[src/sv/sqwt_pkg.sv]
// Package: item types, lexer states, character and event codes, and result builder for the tokenizer.
`default_nettype none

package sqwt_pkg;

   localparam int MAX_WORDS = 255;
   localparam logic [7:0] WORD_CAP = 8'((MAX_WORDS < 255) ? MAX_WORDS : 255);

   // lexer states
   localparam logic [2:0] ST_OUT      = 3'd0;
   localparam logic [2:0] ST_OUT_BSL  = 3'd1;
   localparam logic [2:0] ST_WORD     = 3'd2;
   localparam logic [2:0] ST_WORD_BSL = 3'd3;
   localparam logic [2:0] ST_SQUOTE   = 3'd4;
   localparam logic [2:0] ST_DQUOTE   = 3'd5;
   localparam logic [2:0] ST_DQ_BSL   = 3'd6;

   // event kinds
   localparam logic [2:0] EV_START = 3'd0;
   localparam logic [2:0] EV_CHAR  = 3'd1;
   localparam logic [2:0] EV_END   = 3'd2;
   localparam logic [2:0] EV_CMD   = 3'd3;
   localparam logic [2:0] EV_EOF   = 3'd4;

   // characters
   localparam logic [7:0] CH_NL     = 8'h0A;
   localparam logic [7:0] CH_TAB    = 8'h09;
   localparam logic [7:0] CH_VT     = 8'h0B;
   localparam logic [7:0] CH_FF     = 8'h0C;
   localparam logic [7:0] CH_CR     = 8'h0D;
   localparam logic [7:0] CH_SPACE  = 8'h20;
   localparam logic [7:0] CH_DQ     = 8'h22;
   localparam logic [7:0] CH_DOLLAR = 8'h24;
   localparam logic [7:0] CH_AMP    = 8'h26;
   localparam logic [7:0] CH_SQ     = 8'h27;
   localparam logic [7:0] CH_LPAR   = 8'h28;
   localparam logic [7:0] CH_RPAR   = 8'h29;
   localparam logic [7:0] CH_SEMI   = 8'h3B;
   localparam logic [7:0] CH_LT     = 8'h3C;
   localparam logic [7:0] CH_GT     = 8'h3E;
   localparam logic [7:0] CH_BSL    = 8'h5C;
   localparam logic [7:0] CH_BTICK  = 8'h60;
   localparam logic [7:0] CH_PIPE   = 8'h7C;

   localparam int RES_DEPTH = 3;

   typedef struct packed {
      logic [7:0] char_code;
      logic       end_of_input;
   } req_item_type;

   typedef struct packed {
      logic [2:0] event_kind;
      logic [7:0] out_char;
      logic       eof_warning;
      logic [7:0] words_in_command;
      logic       last_of_run;
   } rsp_item_type;

   // everything one item produces, from lexer to the result buffer
   typedef struct packed {
      rsp_item_type [RES_DEPTH-1:0] res;
      logic [1:0]                   count;
      logic [2:0]                   next_state;
      logic [7:0]                   next_wc;
   } step_type;

   function automatic rsp_item_type mk_rsp(input logic [2:0] kind, input logic [7:0] ch,
                                           input logic [7:0] words);
      rsp_item_type r;
      r.event_kind       = kind;
      r.out_char         = ch;
      r.eof_warning      = 1'b0;
      r.words_in_command = words;
      r.last_of_run      = 1'b0;
      return r;
   endfunction

endpackage

`default_nettype wire

[src/sv/sqwt_lexer.sv]
// Lexer step: results, next state and next word count for one item.
`default_nettype none

module sqwt_lexer
   import sqwt_pkg::*;
(
   input  req_item_type item,
   input  logic [2:0]   state,
   input  logic [7:0]   wc,
   output step_type     step
);

   logic [7:0] c;
   logic [7:0] wc_inc;
   logic       is_nl;
   logic       is_blank;
   logic       is_meta;

   assign c        = item.char_code;
   assign wc_inc   = (wc < WORD_CAP) ? wc + 8'd1 : wc;
   assign is_nl    = (c == CH_NL);
   assign is_blank = (c == CH_SPACE) || (c == CH_FF) || (c == CH_CR) ||
                     (c == CH_TAB) || (c == CH_VT);
   assign is_meta  = (c == CH_AMP) || (c == CH_LPAR) || (c == CH_RPAR) ||
                     (c == CH_SEMI) || (c == CH_LT) || (c == CH_GT) ||
                     (c == CH_BTICK) || (c == CH_PIPE) || (c == CH_DOLLAR);

   always_comb begin
      logic warn;
      step            = '0;
      step.next_state = state;
      step.next_wc    = wc;
      warn            = 1'b0;
      if (item.end_of_input) begin
         warn = (state == ST_OUT_BSL) || (state == ST_WORD_BSL) || (state == ST_SQUOTE) ||
                (state == ST_DQUOTE) || (state == ST_DQ_BSL);
         if ((state == ST_WORD) || (state == ST_WORD_BSL) || (state == ST_SQUOTE) ||
             (state == ST_DQUOTE) || (state == ST_DQ_BSL)) begin
            step.res[0] = mk_rsp(EV_END, 8'd0, wc);
            step.res[1] = mk_rsp(EV_EOF, 8'd0, wc);
            step.count  = 2'd2;
         end else begin
            step.res[0] = mk_rsp(EV_EOF, 8'd0, wc);
            step.count  = 2'd1;
         end
         step.next_state = ST_OUT;
         step.next_wc    = 8'd0;
      end else begin
         case (state)
            ST_OUT_BSL: begin
               if (is_nl) begin
                  step.next_state = ST_OUT;
               end else begin
                  step.res[0]     = mk_rsp(EV_START, 8'd0, wc_inc);
                  step.res[1]     = mk_rsp(EV_CHAR, c, wc_inc);
                  step.count      = 2'd2;
                  step.next_state = ST_WORD;
                  step.next_wc    = wc_inc;
               end
            end
            ST_WORD: begin
               if (is_blank) begin
                  step.res[0]     = mk_rsp(EV_END, 8'd0, wc);
                  step.count      = 2'd1;
                  step.next_state = ST_OUT;
               end else if (is_nl) begin
                  step.res[0]     = mk_rsp(EV_END, 8'd0, wc);
                  step.res[1]     = mk_rsp(EV_CMD, 8'd0, wc);
                  step.count      = 2'd2;
                  step.next_state = ST_OUT;
                  step.next_wc    = 8'd0;
               end else if (is_meta) begin
                  // end the word, then the metacharacter opens a new word
                  step.res[0]     = mk_rsp(EV_END, 8'd0, wc);
                  step.res[1]     = mk_rsp(EV_START, 8'd0, wc_inc);
                  step.res[2]     = mk_rsp(EV_CHAR, c, wc_inc);
                  step.count      = 2'd3;
                  step.next_wc    = wc_inc;
               end else if (c == CH_BSL) begin
                  step.next_state = ST_WORD_BSL;
               end else if (c == CH_SQ) begin
                  step.next_state = ST_SQUOTE;
               end else if (c == CH_DQ) begin
                  step.next_state = ST_DQUOTE;
               end else begin
                  step.res[0] = mk_rsp(EV_CHAR, c, wc);
                  step.count  = 2'd1;
               end
            end
            ST_WORD_BSL: begin
               if (!is_nl) begin
                  step.res[0] = mk_rsp(EV_CHAR, c, wc);
                  step.count  = 2'd1;
               end
               step.next_state = ST_WORD;
            end
            ST_SQUOTE: begin
               if (c == CH_SQ) begin
                  step.next_state = ST_WORD;
               end else begin
                  step.res[0] = mk_rsp(EV_CHAR, c, wc);
                  step.count  = 2'd1;
               end
            end
            ST_DQUOTE: begin
               if (c == CH_DQ) begin
                  step.next_state = ST_WORD;
               end else if (c == CH_BSL) begin
                  step.next_state = ST_DQ_BSL;
               end else begin
                  step.res[0] = mk_rsp(EV_CHAR, c, wc);
                  step.count  = 2'd1;
               end
            end
            ST_DQ_BSL: begin
               if ((c == CH_DOLLAR) || (c == CH_BTICK) || (c == CH_DQ) || (c == CH_BSL)) begin
                  step.res[0] = mk_rsp(EV_CHAR, c, wc);
                  step.count  = 2'd1;
               end else if (!is_nl) begin
                  // keep the backslash itself
                  step.res[0] = mk_rsp(EV_CHAR, CH_BSL, wc);
                  step.res[1] = mk_rsp(EV_CHAR, c, wc);
                  step.count  = 2'd2;
               end
               step.next_state = ST_DQUOTE;
            end
            default: begin
               if (is_nl) begin
                  step.res[0]     = mk_rsp(EV_CMD, 8'd0, wc);
                  step.count      = 2'd1;
                  step.next_state = ST_OUT;
                  step.next_wc    = 8'd0;
               end else if (is_blank) begin
                  step.next_state = ST_OUT;
               end else if (c == CH_BSL) begin
                  step.next_state = ST_OUT_BSL;
               end else if (c == CH_SQ) begin
                  step.res[0]     = mk_rsp(EV_START, 8'd0, wc_inc);
                  step.count      = 2'd1;
                  step.next_state = ST_SQUOTE;
                  step.next_wc    = wc_inc;
               end else if (c == CH_DQ) begin
                  step.res[0]     = mk_rsp(EV_START, 8'd0, wc_inc);
                  step.count      = 2'd1;
                  step.next_state = ST_DQUOTE;
                  step.next_wc    = wc_inc;
               end else begin
                  step.res[0]     = mk_rsp(EV_START, 8'd0, wc_inc);
                  step.res[1]     = mk_rsp(EV_CHAR, c, wc_inc);
                  step.count      = 2'd2;
                  step.next_state = ST_WORD;
                  step.next_wc    = wc_inc;
               end
            end
         endcase
      end
      for (int i = 0; i < RES_DEPTH; i++) begin
         step.res[i].eof_warning = warn;
         step.res[i].last_of_run = (step.count == 2'(i + 1));
      end
   end

endmodule

`default_nettype wire

[src/sv/shell_quote_word_tokenizer_core.sv]
// Top level: input register, lexer step, and result buffer of the shell word tokenizer.
//
//   channel  | ports                          | moves
//   ---------+--------------------------------+--------------------------------
//   request  | req_valid req_ready req_item   | one character or end mark
//   response | rsp_valid rsp_ready rsp_item   | one token event
//
// An accepted item waits in the input register until the result buffer is free; then the
// lexer step loads its zero to three results into the result buffer, and results leave
// one per cycle while rsp_ready is high. While one item's results drain through the single
// response port, the input register takes the next item.
// Reset clears lexer state, word count, and the occupancy of the input register and result buffer.
// Either side may stall at any time; nothing is dropped or repeated.
`default_nettype none

module shell_quote_word_tokenizer_core
   import sqwt_pkg::*;
(
   input  logic         clock,
   input  logic         reset,
   input  logic         req_valid,
   output logic         req_ready,
   input  req_item_type req_item,
   output logic         rsp_valid,
   input  logic         rsp_ready,
   output rsp_item_type rsp_item
);

   logic                         in_vld_ff, in_vld_in;
   req_item_type                 in_item_ff;
   logic [2:0]                   state_ff, state_in;
   logic [7:0]                   wc_ff, wc_in;
   rsp_item_type [RES_DEPTH-1:0] buf_ff;
   logic [1:0]                   cnt_ff, cnt_in;
   logic [1:0]                   idx_ff, idx_in;

   step_type step;
   logic     take;
   logic     last_take;
   logic     buf_free;
   logic     load;

   sqwt_lexer u_lexer (
      .item  (in_item_ff),
      .state (state_ff),
      .wc    (wc_ff),
      .step  (step)
   );

   assign rsp_valid = (cnt_ff != 2'd0);
   assign rsp_item  = buf_ff[idx_ff];
   assign take      = rsp_valid && rsp_ready;
   assign last_take = take && ((idx_ff + 2'd1) == cnt_ff);
   assign buf_free  = !rsp_valid || last_take;
   assign load      = in_vld_ff && buf_free;
   assign req_ready = !in_vld_ff || load;

   always_comb begin
      in_vld_in = in_vld_ff;
      state_in  = state_ff;
      wc_in     = wc_ff;
      cnt_in    = cnt_ff;
      idx_in    = idx_ff;
      if (req_valid && req_ready) begin
         in_vld_in = 1'b1;
      end else if (load) begin
         in_vld_in = 1'b0;
      end
      if (load) begin
         state_in = step.next_state;
         wc_in    = step.next_wc;
         cnt_in   = step.count;
         idx_in   = 2'd0;
      end else if (last_take) begin
         cnt_in = 2'd0;
         idx_in = 2'd0;
      end else if (take) begin
         idx_in = idx_ff + 2'd1;
      end
   end

   always_ff @(posedge clock) begin
      if (reset) begin
         in_vld_ff <= 1'b0;
         state_ff  <= ST_OUT;
         wc_ff     <= 8'd0;
         cnt_ff    <= 2'd0;
         idx_ff    <= 2'd0;
      end else begin
         in_vld_ff <= in_vld_in;
         state_ff  <= state_in;
         wc_ff     <= wc_in;
         cnt_ff    <= cnt_in;
         idx_ff    <= idx_in;
      end
   end

   // payload: no reset
   always_ff @(posedge clock) begin
      if (req_valid && req_ready) begin
         in_item_ff <= req_item;
      end
      if (load) begin
         buf_ff <= step.res;
      end
   end

endmodule

`default_nettype wire

[config.mk]
export PLATFORM = sky130hd
export DESIGN_NAME = shell_quote_word_tokenizer_core
export DESIGN_NICKNAME = d
export VERILOG_FILES = /design/src/sv/sqwt_pkg.sv /design/src/sv/sqwt_lexer.sv /design/src/sv/shell_quote_word_tokenizer_core.sv
export SDC_FILE = /design/constraint.sdc
export NUM_CORES = 1
export LEC_CHECK = 0
export BUFFER_PORTS_ARGS = -buffer_cell sky130_fd_sc_hd__buf_2
export CAP_MARGIN = 10
export CORE_MARGIN = 3
export CORE_UTILIZATION = 43
export CTS_CLUSTER_DIAMETER = 50
export DETAILED_ROUTE_END_ITERATION = 6
export PLACE_DENSITY = 0.56
export SLEW_MARGIN = 15
export SYNTH_ARGS = -nofsm -noshare
export SYNTH_HDL_FRONTEND = slang
export SYNTH_SLANG_ARGS = --single-unit
[constraint.sdc]
create_clock -name clock -period 3.8 [get_ports clock]
set_clock_uncertainty 0.1 [all_clocks]
set_input_delay 0.38 -clock clock [delete_from_list [all_inputs] [get_ports clock]]
set_output_delay 0.38 -clock clock [all_outputs]
set_load 0.1 [all_outputs]
==> results_dict.tcl, run 1 <==
set metrics [dict create \
    tritoncts "yes" \
    holdBufCountCts 0 \
    grt_overflow_total 0 \
    crit_path_end_kind "flip-flop" \
    p_sw_mw 0.729 \
    synth-adder-area-share_pct 0.507 \
    yosysUniqueCellTypes 69 \
    yosysMostFrequentCell "edfxtp_1" \
    cts_resized 0 \
    cp.depth 7 \
    hold-worst-slack_ps 105 \
    synth_area_leader_cell "edfxtp_1" \
    crit_type "flip-flop to flip-flop" \
    hp-class "input pin to flip-flop" \
    fin_cells 698 \
    min_path_cells 1 \
    outcome "finished clean" \
    critPathMaxStageDelay_ps 640 \
    synthArstFlopShare_pct 0 \
    drv_cap 0 \
    synthXorXnorAreaFrac_pct 1.06 \
    syn_inst 529 \
    drt-initial-drc-count 481 \
    firstDrtPassIters 6 \
    start_kind "flip-flop" \
    crit_buf_inv 0 \
    cp_data_arrival_time_ps 3290 \
    crit_family "simple AND/OR/NAND/NOR gates" \
    gp_congestion 0.974 \
    synth_area_leaders "edfxtp_1, dfxtp_1, o21ai_0" \
    drv_slew 0 \
    p_clk_share_pct 37.1 \
    num_io_pins 36 \
    p_sw_share_pct 30.6 \
    layout.nets 568 \
    synth-simple-area-share_pct 21.1 \
    diodes 0 \
    p_comb_share_pct 17.3 \
    synth-seq-cells 84 \
    initial_core_util_pct 44.8 \
    fmax_mhz 310 \
    grt_max_degree 60 \
    first_global_vias 3833 \
    clock-sinks 84 \
    numPortBuffers 35 \
    layout-drive-gt1-share_pct 13.6 \
    track_usage_pct 20.9 \
    synthMuxAreaShare_pct 4.26 \
    grt_pass1_wl_um 21100 \
    crit_fanout 18 \
    synthTopCellsByCount "edfxtp_1, nand2_1, o21ai_0" \
    synthFlopType "edfxtp_1" \
    dieArea_um2 12800 \
    ff2ff_path_depth 7 \
    synth_fp_nets 544 \
    synth_top_family_by_area "simple AND/OR/NAND/NOR gates" \
    dpl.hpwl_um 9600 \
    path_cells "nor3b_1 -> and3_1 -> nand2_1 -> nand2_1 -> a2bb2oi_1 -> a21oi_1 -> a21oi_1" \
    ant_nets 0 \
    min_period_ps 3220 \
    syn_area_per_cell_um2 9.34 \
    antenna_found_initial 0 \
    syn2layout_area_growth_pct 12.2 \
    rsz0062_at_grt "no" \
    synth_top_area_share_pct 41.3 \
    drc 0 \
    netlist_area_um2 4940 \
    cts-root-buf "clkbuf_16" \
    synth_edf_count 68 \
    slew_headroom_pct 50.6 \
    clockBufferDepth 2 \
    core_area_um2 11000 \
    sequentialPowerShare_pct 45.6 \
    routedWlPerCell_um 18.7 \
    num_vias 4239 \
    numCtsBuffers 9 \
    clkLatencyLatePin_ps 350 \
    worst_ir_drop_vdd_uv 228 \
    die_y_um 113 \
    p_int_mw 1.65 \
    vias_per_cell 6.07 \
    fin_crit_sh_pct 84.8 \
    cp_slowest_cell "edfxtp_1" \
    fin_tns_setup_ps 0 \
    placed_cells 682 \
    worst_pin_slew_ps 741 \
    routed_wl_um 13100 \
    clk_pin_slew_worst_paths_ps 60 \
    die_width_um 113 \
    finalHoldViolCount 0 \
    seq_area_frac_synth_pct 47.8 \
    htreeDepth 3 \
    setup_viol 0 \
    cp.required_ps 3870 \
    post_cts_buffers 0 \
    synth-compound-area-share_pct 20.7 \
    rows 38 \
    synth_warnings 0 \
    power.density_nw_per_um2 429 \
    p_leak_nw 2.04 \
]
## cell usage in the layout (no fill, tap or decap), types with 4 or more instances in the layout
cell type / count
edfxtp_1: 68
nand2_1: 54
o21ai_0: 45
nor2_1: 43
buf_2: 35
a21oi_1: 32
and3_1: 21
mux2i_1: 21
nand3_1: 20
dfxtp_1: 16
inv_1: 15
nor3_1: 14
buf_4: 14
and2_1: 11
a31oi_1: 10
clkbuf_16: 9
nand2b_1: 8
o22ai_1: 6
nor3b_1: 5
a21o_1: 5
o2bb2ai_1: 5
or2_2: 4
o211ai_1: 4
a211o_1: 4
o211a_1: 4
nand4_1: 4
o31ai_1: 4
## logic make-up after synthesis
group,after synthesis
flip-flops,84
multiplexers,21
AO/OA/AOI/OAI,156
XOR/XNOR,6
buffers and inverters,53
AND/OR/NAND/NOR,206
adder cells (fa/ha/maj),2
other,1
## cell type report
class / count / area (µm²)
tap: 140 / 175
clock inverter: 7 / 75.1
multi-input combinational: 392 / 2360
timing repair buffer: 49 / 280
fill: 1040 / 5490
inverter: 17 / 63.8
sequential: 84 / 2360
clock buffer: 9 / 225
## path summary, 6_finish.rpt
kind                      startpoint                 endpoint  slack (ps)
max          in_item_ff[3]$_DFFE_PP_     buf_ff[22]$_DFFE_PP_         580
min                      req_item[3]  in_item_ff[3]$_DFFE_PP_         110
max reg2reg  in_item_ff[3]$_DFFE_PP_     buf_ff[22]$_DFFE_PP_         580
min reg2reg   in_vld_ff$_SDFFE_PP0P_   in_vld_ff$_SDFFE_PP0P_         400
## worst register-to-register path, delay by kind of cell, from the launching register on
| family | cells | cell delay [ps] |
|---|---|---|
| AO/OA/AOI/OAI | 3 | 940 |
| AND/OR/NAND/NOR | 4 | 1370 |
| flip-flops | 1 | 640 |
## flip-flops by register name (all words and copies together), names as in the netlist
name        cells
buf_ff         59
cnt_ff          2
idx_ff          2
in_item_ff      9
in_vld_ff       1
state_ff        3
wc_ff           8
## power groups by stage
stage,Combinational [mW],Clock (mW),Sequential (mW)
detailed placement,0.410,0,1.10
finish,0.411,0.884,1.08
global placement,0.410,0,1.10
CTS,0.411,0.900,1.08
global route,0.440,0.950,1.09
floorplan,0.346,0,1.08
## metrics by stage
stage / power [mW] / utilization [%] / cell area (µm²) / setup WS, ps
after floorplan: 1.43 / - / 4940 / 8.21
after global placement: 1.51 / 47.5 / 5240 / 563
after detailed placement: 1.51 / 47.5 / 5240 / 678
after CTS: 2.40 / 50.2 / 5540 / 648
after global routing: 2.48 / 50.2 / 5540 / 407
final: 2.38 / 50.2 / 5540 / 579
## per-layer routing
| layer | global-route usage (%) | up-vias | share of wire [%] |
|---|---|---|---|
| met5 | 0 | - | 0 |
| met4 | 6.09 | 0 | 1.3 |
| met3 | 4.12 | 21 | 7.2 |
| met2 | 28.7 | 186 | 42 |
| met1 | 33.1 | 1994 | 50 |
| li1 | - | 2038 | - |
(Power assumes the default switching activity.)
==> run 2, diff against run 1 <==
Settings changed: PLACE_DENSITY 0.56 to 0.58.
Clock period 3.8 ns to 2.79 ns, I/O delays scaled along.
==> run 2 against run 1 <==
Net effect: final area rose by 16%; power rose by 42%; global-route usage rose by 1.8 points; critical path depth rose by 1; register-to-register slack got worse by 490 ps; largest power group unchanged; highest routed layer unchanged.
==> results_dict.tcl, run 2 (same netlist as run 1, synthesis figures left out) <==
set metrics [dict create \
    outcome "finished clean" \
    fmax_mhz 370 \
    p_sw_share_pct 29.7 \
    crit_fanout 7 \
    sequentialPowerShare_pct 43.3 \
    setup_slack_ps 86.8 \
    clk_pin_slew_worst_paths_ps 60 \
    die_width_um 113 \
    place_ws_ps -128 \
    track_usage_pct 22.8 \
    layout_common_cells "buf_4, edfxtp_1, nand2_1, nor2_1, a21oi_1" \
    worst_pin_slew_ps 723 \
    drv_slew 0 \
    firstDrtPassIters 4 \
    hp-class "input pin to flip-flop" \
    dieArea_um2 12800 \
    gp_congestion 0.979 \
    initial_core_util_pct 44.8 \
    setup_viol 0 \
    crit_path_end_kind "flip-flop" \
    r2r_slack_ps 90 \
    drv_cap 0 \
    multi_input_area_um2 2440 \
    core_area_um2 11000 \
    power.density_nw_per_um2 527 \
    fin_crit_sh_pct 96.9 \
    grt_overflow_total 0 \
    drt-initial-drc-count 428 \
    p_clk_share_pct 34.5 \
    rows 38 \
    routedWlPerCell_um 18.4 \
    numPortBuffers 35 \
    p_int_mw 2.38 \
    tritoncts "yes" \
    largest_register "buf_ff" \
    clockBufferDepth 2 \
    start_kind "flip-flop" \
    numCtsBuffers 9 \
    worst_ir_drop_vdd_uv 388 \
    cp_slowest_cell "edfxtp_1" \
    die_y_um 113 \
    finalHoldViolCount 0 \
    p_comb_share_pct 22.2 \
    min_period_ps 2700 \
    final_common_cell "buf_4" \
    antenna_found_initial 0 \
    grt_max_degree 39 \
    slew_headroom_pct 51.5 \
    diodes 0 \
    syn2layout_area_growth_pct 29.8 \
    num_io_pins 36 \
    routed_wl_um 14100 \
    placed_area_um2 5970 \
    ant_nets 0 \
    vias_per_cell 5.89 \
    num_vias 4500 \
    cp.required_ps 2790 \
    p_leak_nw 2.48 \
    critPathMaxStageDelay_ps 490 \
    design_area_um2 6410 \
    layout-drive-gt1-share_pct 24.7 \
    clkLatencyLatePin_ps 340 \
    cp_data_arrival_time_ps 2710 \
    grt_pass1_wl_um 22800 \
    dpl.hpwl_um 10600 \
    seq_area_um2 2360 \
    reg_top3 "buf_ff x59, in_item_ff x9, wc_ff x8" \
    crit_type "flip-flop to flip-flop" \
    largest_register_ffs 59 \
    first_global_vias 4215 \
    htreeDepth 3 \
    p_sw_mw 1.00 \
    layout.nets 634 \
    drc 0 \
    cts-root-buf "clkbuf_16" \
    path_cells "or3b_1 -> or3_1 -> o2111ai_2 -> a31oi_1 -> o41ai_2 -> buf_4 -> nand2b_1 -> and2_1" \
    fillerInstances 973 \
    rsz0062_at_grt "yes" \
    clock-sinks 84 \
]
-- run 2: area by class of cell --
class / count / area share [%]
multi-input cells: 392 / 38.1
flip-flops and latches: 84 / 36.9
repair buffers: 115 / 16.7
clock buffers: 9 / 3.51
well taps: 140 / 2.73
inverters: 17 / 1.05
clock inverters: 7 / 1.01
-- run 2: routing by layer --
metal / track usage [%] / vias up / share of wire, %
li1: - / 2155 / -
met1: 34.4 / 2136 / 47
met2: 33.0 / 188 / 44
met3: 4.22 / 21 / 7.5
met4: 7.05 / 0 / 1.8
met5: 0 / - / 0
-- run 2: worst max-delay path: cells and delay by family (launching register included) --
family,cells,cell delay [ps]
and+or+nand+nor,4,1050
buffers and inverters,1,190
DFF,1,490
AOI/OAI and AO/OA,3,630
-- run 2: path summary, 6_finish.rpt --
check                     startpoint                      end  cells past startpoint
max          in_item_ff[8]$_DFFE_PP_     buf_ff[21]$_DFFE_PP_                      8
min                      req_item[3]  in_item_ff[3]$_DFFE_PP_                      1
max reg2reg  in_item_ff[8]$_DFFE_PP_     buf_ff[21]$_DFFE_PP_                      8
min reg2reg   cnt_ff[0]$_SDFFE_PP0P_   cnt_ff[0]$_SDFFE_PP0P_                      2
-- run 2: what timing repair did --
action,CTS,global route
endpoints found under the setup margin,4,22
buffers inserted,0,8
resized for setup,2,10
hold buffers,5,0
endpoints found under the hold margin,5,0
pin swaps,0,1
-- run 2: stage by stage --
stage	utilization, %	std cells	TNS (ps)	hold slack, ps	total power, mW
after floorplan	-	529	-1180	278	1.95
after global placement	54.1	735	-79.6	355	2.21
after detailed placement	54.1	735	-192	357	2.22
after CTS	57.3	756	0	0.413	3.40
after global routing	58.1	764	-34.0	5.82	3.52
final	58.1	764	0	11.1	3.38
-- run 2: power groups by stage --
stage / combinational (mW) / sequential (mW) / clock (mW)
2_1_floorplan: 0.484 / 1.47 / 0
3_3_place_gp: 0.727 / 1.49 / 0
3_5_place_dp: 0.729 / 1.49 / 0
4_1_cts: 0.737 / 1.46 / 1.20
5_1_grt: 0.798 / 1.47 / 1.25
6_report: 0.751 / 1.46 / 1.17
